[src/tsrp_pkg.sv]
// Package for the throttled serial receive port.
// Holds sizes, function and register codes, status constants and the result type.
// No dependencies.
package tsrp_pkg;

  localparam int QUEUE_DEPTH = 256;
  localparam int ADDR_W      = $clog2(QUEUE_DEPTH);
  localparam int PTR_W       = ADDR_W + 1;
  localparam int BURST_W     = 9;
  localparam int WAIT_W      = 17;
  localparam int LIMIT_W     = 8;
  localparam int THR_W       = 16;
  localparam int CFG_IDX_W   = 2;
  localparam int CFG_DATA_W  = 16;

  typedef enum logic [2:0] {
    FN_RX_BYTE   = 3'd0,
    FN_DATA_RD   = 3'd1,
    FN_STATUS_RD = 3'd2,
    FN_DATA_WR   = 3'd3,
    FN_CTRL_WR   = 3'd4,
    FN_TICK      = 3'd5
  } func_t;

  typedef enum logic [CFG_IDX_W-1:0] {
    REG_BURST_LIMIT = 2'd0,
    REG_THROTTLE_MS = 2'd1
  } cfg_reg_t;

  localparam logic [7:0] EMPTY_READ  = 8'hff;
  localparam logic [7:0] ST_RX_READY = 8'h01;
  localparam logic [7:0] ST_TX_EMPTY = 8'h02;
  localparam logic [7:0] ST_CARRIER  = 8'h04;
  localparam logic [7:0] ST_CLEAR    = 8'h08;

  localparam logic [LIMIT_W-1:0] BURST_LIMIT_RST = 8'd8;
  localparam logic [THR_W-1:0]   THROTTLE_RST    = 16'd10;

  typedef struct packed {
    logic       pop;
    logic [7:0] rd;
    logic       txv;
    logic [7:0] txb;
    logic       drop;
  } result_t;

endpackage

[src/throttled_serial_receive_port_top.sv]
// Top level of the throttled serial receive port.
// Depends on tsrp_pkg for sizes, codes and the result type.
//
// Usage: each input beat carries func and data_in; each accepted beat gives
// exactly one result beat with read_data, tx_valid, tx_byte and dropped.
// Arriving bytes go into a linear receive buffer held in a memory; data reads
// pop it, subject to a burst limit that arms a throttle wait counted in tick
// beats. Registers burst_limit (index 0) and throttle_ms (index 1) are written
// through the cfg channel, which is always ready.
// Throughput is one beat per cycle while the receiver does not stall: all state updates finish in the accept
// cycle, and the memory read issued then is registered into the first stage.
// A result passes through the registered memory read and the first stage, then
// through the output register.
// A synchronous reset empties the buffer, clears the counters and pipeline,
// and restores the register defaults. When the receiver stalls, the output
// register holds its beat, one more beat waits in the first stage, and only
// then does in_ready fall.
module throttled_serial_receive_port_top (
  input  logic                           clk,
  input  logic                           rst,
  input  logic                           in_valid,
  output logic                           in_ready,
  input  logic [2:0]                     func,
  input  logic [7:0]                     data_in,
  output logic                           out_valid,
  input  logic                           out_ready,
  output logic [7:0]                     read_data,
  output logic                           tx_valid,
  output logic [7:0]                     tx_byte,
  output logic                           dropped,
  input  logic                           cfg_valid,
  output logic                           cfg_ready,
  input  logic [tsrp_pkg::CFG_IDX_W-1:0] cfg_index,
  input  logic [tsrp_pkg::CFG_DATA_W-1:0] cfg_data
);
  import tsrp_pkg::*;

  logic [7:0]         rx_store [QUEUE_DEPTH];
  logic [7:0]         mem_q;
  logic [LIMIT_W-1:0] burst_limit;
  logic [THR_W-1:0]   throttle_ms;
  logic [PTR_W-1:0]   head_index, head_index_next;
  logic [PTR_W-1:0]   tail_index, tail_index_next;
  logic [PTR_W-1:0]   tail_eff, head_inc;
  logic [BURST_W-1:0] burst_count, burst_count_next;
  logic [WAIT_W-1:0]  wait_ticks, wait_ticks_next;
  logic               avail;
  logic               store_we;
  logic [ADDR_W-1:0]  store_addr;
  result_t            res;
  result_t            s1;
  logic               s1_valid;
  logic               s1_adv;
  logic               in_fire;

  assign cfg_ready = 1'b1;
  assign s1_adv    = !out_valid || out_ready;
  assign in_ready  = !s1_valid || s1_adv;
  assign in_fire   = in_valid && in_ready;
  assign avail     = (head_index != tail_index) && (wait_ticks == '0);
  assign head_inc  = head_index + 1'b1;

  always_comb begin
    head_index_next  = head_index;
    tail_index_next  = tail_index;
    burst_count_next = burst_count;
    wait_ticks_next  = wait_ticks;
    tail_eff         = tail_index;
    store_we         = 1'b0;
    store_addr       = tail_index[ADDR_W-1:0];
    res              = '0;
    case (func)
      FN_RX_BYTE: begin
        if (head_index == tail_index && head_index != '0) begin
          head_index_next = '0;
          tail_eff        = '0;
        end
        if (tail_eff < PTR_W'(QUEUE_DEPTH)) begin
          store_we        = 1'b1;
          store_addr      = tail_eff[ADDR_W-1:0];
          tail_index_next = tail_eff + 1'b1;
        end else begin
          tail_index_next = tail_eff;
          res.drop        = 1'b1;
        end
      end
      FN_DATA_RD: begin
        if (avail) begin
          if (burst_count > {1'b0, burst_limit}) begin
            wait_ticks_next  = {1'b0, throttle_ms} + 1'b1;
            burst_count_next = BURST_W'(1);
          end else if (burst_count != '1) begin
            burst_count_next = burst_count + 1'b1;
          end
          if (head_inc == tail_index) begin
            head_index_next = '0;
            tail_index_next = '0;
          end else begin
            head_index_next = head_inc;
          end
          res.pop = 1'b1;
        end else begin
          res.rd = EMPTY_READ;
        end
      end
      FN_STATUS_RD: begin
        res.rd = ST_TX_EMPTY | ST_CARRIER | ST_CLEAR | (avail ? ST_RX_READY : 8'h00);
      end
      FN_DATA_WR: begin
        res.txv = 1'b1;
        res.txb = data_in;
      end
      FN_TICK: begin
        if (wait_ticks != '0) begin
          wait_ticks_next = wait_ticks - 1'b1;
        end
      end
      FN_CTRL_WR: begin
        res = '0;
      end
      default: begin
        res = '0;
      end
    endcase
  end

  always_ff @(posedge clk) begin
    if (rst) begin
      burst_limit <= BURST_LIMIT_RST;
      throttle_ms <= THROTTLE_RST;
    end else if (cfg_valid && cfg_ready) begin
      case (cfg_index)
        REG_BURST_LIMIT: burst_limit <= cfg_data[LIMIT_W-1:0];
        REG_THROTTLE_MS: throttle_ms <= cfg_data[THR_W-1:0];
        default: ;
      endcase
    end
  end

  always_ff @(posedge clk) begin
    if (rst) begin
      head_index  <= '0;
      tail_index  <= '0;
      burst_count <= '0;
      wait_ticks  <= '0;
    end else if (in_fire) begin
      head_index  <= head_index_next;
      tail_index  <= tail_index_next;
      burst_count <= burst_count_next;
      wait_ticks  <= wait_ticks_next;
    end
  end

  always_ff @(posedge clk) begin
    if (in_fire && store_we) begin
      rx_store[store_addr] <= data_in;
    end
    if (in_fire) begin
      mem_q <= rx_store[head_index[ADDR_W-1:0]];
    end
  end

  always_ff @(posedge clk) begin
    if (rst) begin
      s1_valid <= 1'b0;
    end else if (in_ready) begin
      s1_valid <= in_valid;
    end
  end

  always_ff @(posedge clk) begin
    if (in_fire) begin
      s1 <= res;
    end
  end

  always_ff @(posedge clk) begin
    if (rst) begin
      out_valid <= 1'b0;
    end else if (s1_adv) begin
      out_valid <= s1_valid;
    end
  end

  always_ff @(posedge clk) begin
    if (s1_adv && s1_valid) begin
      read_data <= s1.pop ? mem_q : s1.rd;
      tx_valid  <= s1.txv;
      tx_byte   <= s1.txb;
      dropped   <= s1.drop;
    end
  end

endmodule

[config.mk]
export PLATFORM = sky130hd
export DESIGN_NAME = throttled_serial_receive_port_top
export DESIGN_NICKNAME = d
export VERILOG_FILES = /design/src/tsrp_pkg.sv /design/src/throttled_serial_receive_port_top.sv
export SDC_FILE = /design/constraint.sdc
export NUM_CORES = 2
export LEC_CHECK = 0
export BUFFER_PORTS_ARGS = -buffer_cell sky130_fd_sc_hd__clkbuf_2
export CORE_UTILIZATION = 30
export DETAILED_ROUTE_END_ITERATION = 8
export PLACE_DENSITY = 0.41
export SYNTH_ARGS = -nofsm -noshare
export SYNTH_HDL_FRONTEND = slang
export SYNTH_SLANG_ARGS = --single-unit
export TNS_END_PERCENT = 20
[constraint.sdc]
create_clock -name clk -period 5.4 [get_ports clk]
set_input_delay 0.81 -clock clk [delete_from_list [all_inputs] [get_ports clk]]
set_output_delay 0.81 -clock clk [all_outputs]
set_load 0.01 [all_outputs]
After elaboration in Yosys (flattened, before gate mapping)
Memory sizes are Yosys's and may differ from the RTL's. A register that Yosys moved wholly into a read port is not among the register bits.
Index checks and enable logic that the tools add are counted.
W data, S select, Z words.
{ "word_totals": {"ff_bits": 107, "mem_bits_rw": 2048, "in_bits": 34, "wordCells": 91, "memories": 1} }
{ "op_classes": {"addsub": 5, "order_cmp": 2, "eq_ne": 14, "mux": 29, "reduce_logical": 23} }
{ "mem_list": {"columns": ["memory", "depth", "word_bits", "rd", "rd_ports_with_merged_regs", "write_ports", "line", "text"], "rows": [
  ["rx_store", 256, 8, 1, 1, 1, "throttled_serial_receive_port_top.sv:38", "logic [7:0] rx_store [QUEUE_DEPTH];"]
]} }
{ "op_table": {"columns": ["cell", "n"], "rows": [
  ["$mux W9", 11],
  ["$mux W17", 3],
  ["$pmux W9 S2", 2],
  ["$pmux W17 S2", 1],
  ["$mux W8", 4],
  ["$add A9 B1 Y9 const B", 3],
  ["$eq A9 B9 Y1", 2],
  ["$add A16 B1 Y17 const B", 1],
  ["$logic_not A17 Y1", 1],
  ["$reduce_bool A17 Y1", 1],
  ["$sub A17 B1 Y17 const B", 1],
  ["$pmux W8 S2", 1],
  ["$reduce_and A4 Y1", 3],
  ["$ne A2 B2 Y1 const B", 5],
  ["$gt A9 B8 Y1", 1],
  ["$lt A9 B9 Y1 const B", 1],
  ["$ne A9 B9 Y1", 1],
  ["$ne A9 B9 Y1 const B", 1],
  ["$reduce_bool A9 Y1", 1],
  ["$mux W1", 7],
  ["$eq A3 B2 Y1 const B", 2],
  ["$reduce_bool A2 Y1", 3],
  ["$logic_and A1 B1 Y1", 5],
  ["$reduce_and A5 Y1", 1],
  ["8 further kinds", 11]
]} }

Depth between registers and ports, before layout
{ "depth": {"depth_word": 10, "ltp_mapped": 18, "depth_no_buf": 11} }

Worst setup path before layout
No wires, ideal clock.
{ "synth_timing": {"kind": "input to register", "from": "input port out_ready", "to": "memory rx_store[160][0], enable pin", "setup_ps": 370, "t_arrival_ps": 3553, "required_time_ps": 5030, "setup_slack_ps": 1477, "cell_stages": 8, "cell_sequence": "nor2b_1 a21oi_1 nand2_1 a21oi_1 buf_2 nand3_1 buf_2 nor2_1"} }
{ "synth_between": {"elab_chain_len": 6} }
{ "synth_lines": {"columns": ["element", "line", "text"], "rows": [
  ["start: declaration", "throttled_serial_receive_port_top.sv:26", "input logic out_ready,"],
  ["$logic_or A1 B1 Y1", "throttled_serial_receive_port_top.sv:57", "assign s1_adv = !out_valid || out_ready;"],
  ["$logic_or A1 B1 Y1", "throttled_serial_receive_port_top.sv:58", "assign in_ready = !s1_valid || s1_adv;"],
  ["$logic_and A1 B1 Y1", "throttled_serial_receive_port_top.sv:59", "assign in_fire = in_valid && in_ready;"],
  ["named net in_fire", "throttled_serial_receive_port_top.sv:54", "logic in_fire;"],
  ["$logic_and A1 B1 Y1", "throttled_serial_receive_port_top.sv:155", "if (in_fire && store_we) begin"],
  ["$mux W1", "throttled_serial_receive_port_top.sv:155", null],
  ["$mux W1 (implied by the code)", "throttled_serial_receive_port_top.sv:156", "rx_store[store_addr] <= data_in;"],
  ["end: declaration", "throttled_serial_receive_port_top.sv:38", null]
]} }
The timed path passes the listed nets, and every way through them passes these cells.

==> results.json <==
{
  "ios": 55,
  "grt_pass1_vias": 45900,
  "path_class": "register to register",
  "first_pass_iters": 5,
  "num_vias": 44800,
  "max_freq_ghz": 0.217,
  "setup_ws_ps": 793,
  "use_met2_pct": 31.2,
  "final.setup_skew_ps": 71.1,
  "path_max_fanout": 63,
  "drt_iter0_drc": 4802,
  "use_met1_pct": 26.9,
  "cts_max_level": 4,
  "required_ps": 5980,
  "antenna_found_initial": 17,
  "min_period_over_period_pct": 85.3,
  "maxSlewViolCount": 0,
  "ys_seq_area_share_pct": 74.8,
  "io_buffers": 53,
  "final-hold-violation-count": 0,
  "worst_setup_path_start_kind": "register",
  "placementRows": 195,
  "drive_above_1_share_pct": 24.7,
  "synth-edff-count": 2088,
  "routed_wl_um": 279000,
  "area_growth_syn_to_layout_pct": 15.8,
  "finalCriticalPeriod_ps": 4610,
  "setup_viol": 0,
  "use_met3_pct": 2.85,
  "root_buffer": "clkbuf_16",
  "drcViolationCount": 0,
  "avgSynthCellArea_um2": 19.4,
  "worstMarginPinSlew_ps": 1230,
  "postCtsHoldBufs": 0,
  "syn_nets": 4474,
  "grt_setup_unrepaired": "no",
  "start_util_pct": 30.3,
  "multi_input_area_mm2": 0.0200,
  "synth_top_area_share_pct": 73.2,
  "grt_max_degree": 161,
  "core_mm2": 0.283,
  "slew_headroom_pct": 17.4,
  "top_usage_layer": "met2",
  "setup-tns-final_ps": 0,
  "synth_seq_cells": 2158,
  "place_area_mm2": 0.0916,
  "grt.overflow.total": 0,
  "clk_path_buf_depth": 4,
  "via_per_inst": 5.17,
  "grtUsageTotal_pct": 19.3,
  "final_net_count": 4768,
  "grt_pass1_wl_um": 387000,
  "cts_setup_buffers": 0,
  "cts_resized": 0,
  "hpwl_um": 171000,
  "synth_area_mm2": 0.0857,
  "powerDensity_mw_per_mm2": 352,
  "hp-class": "primary input to register",
  "die-height_um": 536,
  "fin_util_pct": 35.1,
  "cts_sinks": 2158,
  "synth_area_leaders": "edfxtp_1, mux4_2, mux2i_1",
  "final_antenna_net_count": 0,
  "peakVddDrop_uv": 287,
  "p_total_mw": 35.0,
  "cts_tree": "done",
  "postSynth.asyncResetShare_pct": 0,
  "clkSlewWorstSetupHoldPaths_ps": 60,
  "design_area_mm2": 0.0992,
  "p_leak_nw": 30.0,
  "outcome": "finished, final reports clean",
  "regArea_mm2": 0.0641,
  "maxCapViolCount": 0,
  "clk_latency_ps": 910,
  "synth_warnings": 0,
  "place_congestion": 0.862,
  "fillers": 26600,
  "yosysTopAreaCell": "edfxtp_1",
  "numCtsBuffers": 242,
  "synth_cell_type_count": 95,
  "crit_path_end_kind": "register",
  "crit_arrival_ps": 5190,
  "place_ws_ps": 802,
  "dieArea_mm2": 0.288,
  "wl_per_cell_um": 32.2,
  "die_w_um": 536,
  "synth_cells": 4425,
  "synth-main-ff-cell": "edfxtp_1"
}
-- critical path, cell delays in order (launching register included) --
cell and delay, ps:
dfxtp_4 570, buf_12 410, buf_4 660, mux4_2 460, mux4_2 590, a211o_1 330, a211oi_1 860, nor3_1 220
-- state kept, by name (all words and copies together) (netlist names), 8 cells and up --
| name | cells |
|---|---|
| wait_ticks | 17 |
| head_index | 9 |
| mem_q | 8 |
| read_data | 8 |
| throttle_ms | 16 |
| tx_byte | 8 |
| burst_limit | 8 |
| s1 | 14 |
| burst_count | 9 |
| rx_store | 2048 |
| tail_index | 9 |
-- cell usage after synthesis, drive strengths merged (8+ instances only) --
library cell     n
nor2           368
o211ai          18
nand3           66
and3            12
nor3            32
a211oi          28
a31oi           15
a22oi           48
xor2            14
a2111oi         13
nand2b          15
buf            174
nor4            18
edfxtp        2088
clkbuf         103
dfxtp           70
mux2            17
and2            24
nor2b           18
xnor2           16
mux4           483
ha              15
inv             26
or3             12
nand2          181
o221ai          15
a221oi          21
o22ai           41
nand4           16
mux2i          153
a21oi          117
o21ai           84
or4              8
-- layout make-up --
class / instances / share of cell area (%)
diodes: 5 / 0.0126
clock inverters: 144 / 1.29
well taps: 3743 / 4.72
clock buffers: 295 / 6.41
flip-flops and latches: 2158 / 64.6
repair buffers: 328 / 2.72
inverters: 26 / 0.103
multi-input cells: 1963 / 20.1
-- kinds of logic (layout without fill, tap and decap cells) --
group           Yosys count  count (layout)  synth area share [%]
other cells               1               6               0.00438
fa+ha+maj                15              15                 0.219
simple gates            798             798                  4.23
xor+xnor                 31              31                 0.333
compound gates          465             465                  3.62
flops                  2158            2158                  74.8
buf+inv                 304             793                  2.02
mux                     653             653                  14.8
-- cells in the final DEF (no fill, tap or decap), types with 30 or more instances in the layout --
| cell type | n |
|---|---|
| mux2i_1 | 153 |
| mux4_2 | 472 |
| nand3_1 | 50 |
| buf_4 | 252 |
| dfxtp_1 | 64 |
| nor2_1 | 364 |
| a21oi_1 | 115 |
| clkbuf_2 | 45 |
| clkbuf_1 | 46 |
| nand2_1 | 181 |
| clkinv_2 | 51 |
| clkbuf_16 | 245 |
| nor3_1 | 30 |
| clkinv_1 | 56 |
| o21ai_0 | 82 |
| edfxtp_1 | 2088 |
| a22oi_1 | 48 |
| o22ai_1 | 41 |
-- path summary, 6_finish.rpt --
kind                 start               to  slack, ps  depth (start not counted)
max          head_index[1]         mem_q[5]        790                          7
min           cfg_data[12]  throttle_ms[12]        130                          3
max reg2reg  head_index[1]         mem_q[5]        790                          7
min reg2reg          s1[9]         tx_valid        420                          0
-- where the power goes --
group	total (mW)	internal, mW	switching, mW
logic	0.447	0.0673	0.380
clock network	16.1	9.32	6.82
registers	18.4	18.4	0.0170
total	35.0	27.8	7.22
-- stage by stage --
stage / cells / hold slack (ps)
floorplan: 4425 / 400
global placement: 8218 / 405
detailed placement: 8218 / 405
CTS: 8657 / 55.7
global route: 8659 / 91.3
finish: 8662 / 132
-- per-layer routing --
layer	part of all wire (%)	wire [um]	vias up
met5	0	0	-
met4	2.7	7660	0
met3	5.7	16000	390
met2	47	132000	1472
met1	44	123000	24200
li1	-	-	18700
Power figures use the tool's default switching activity.
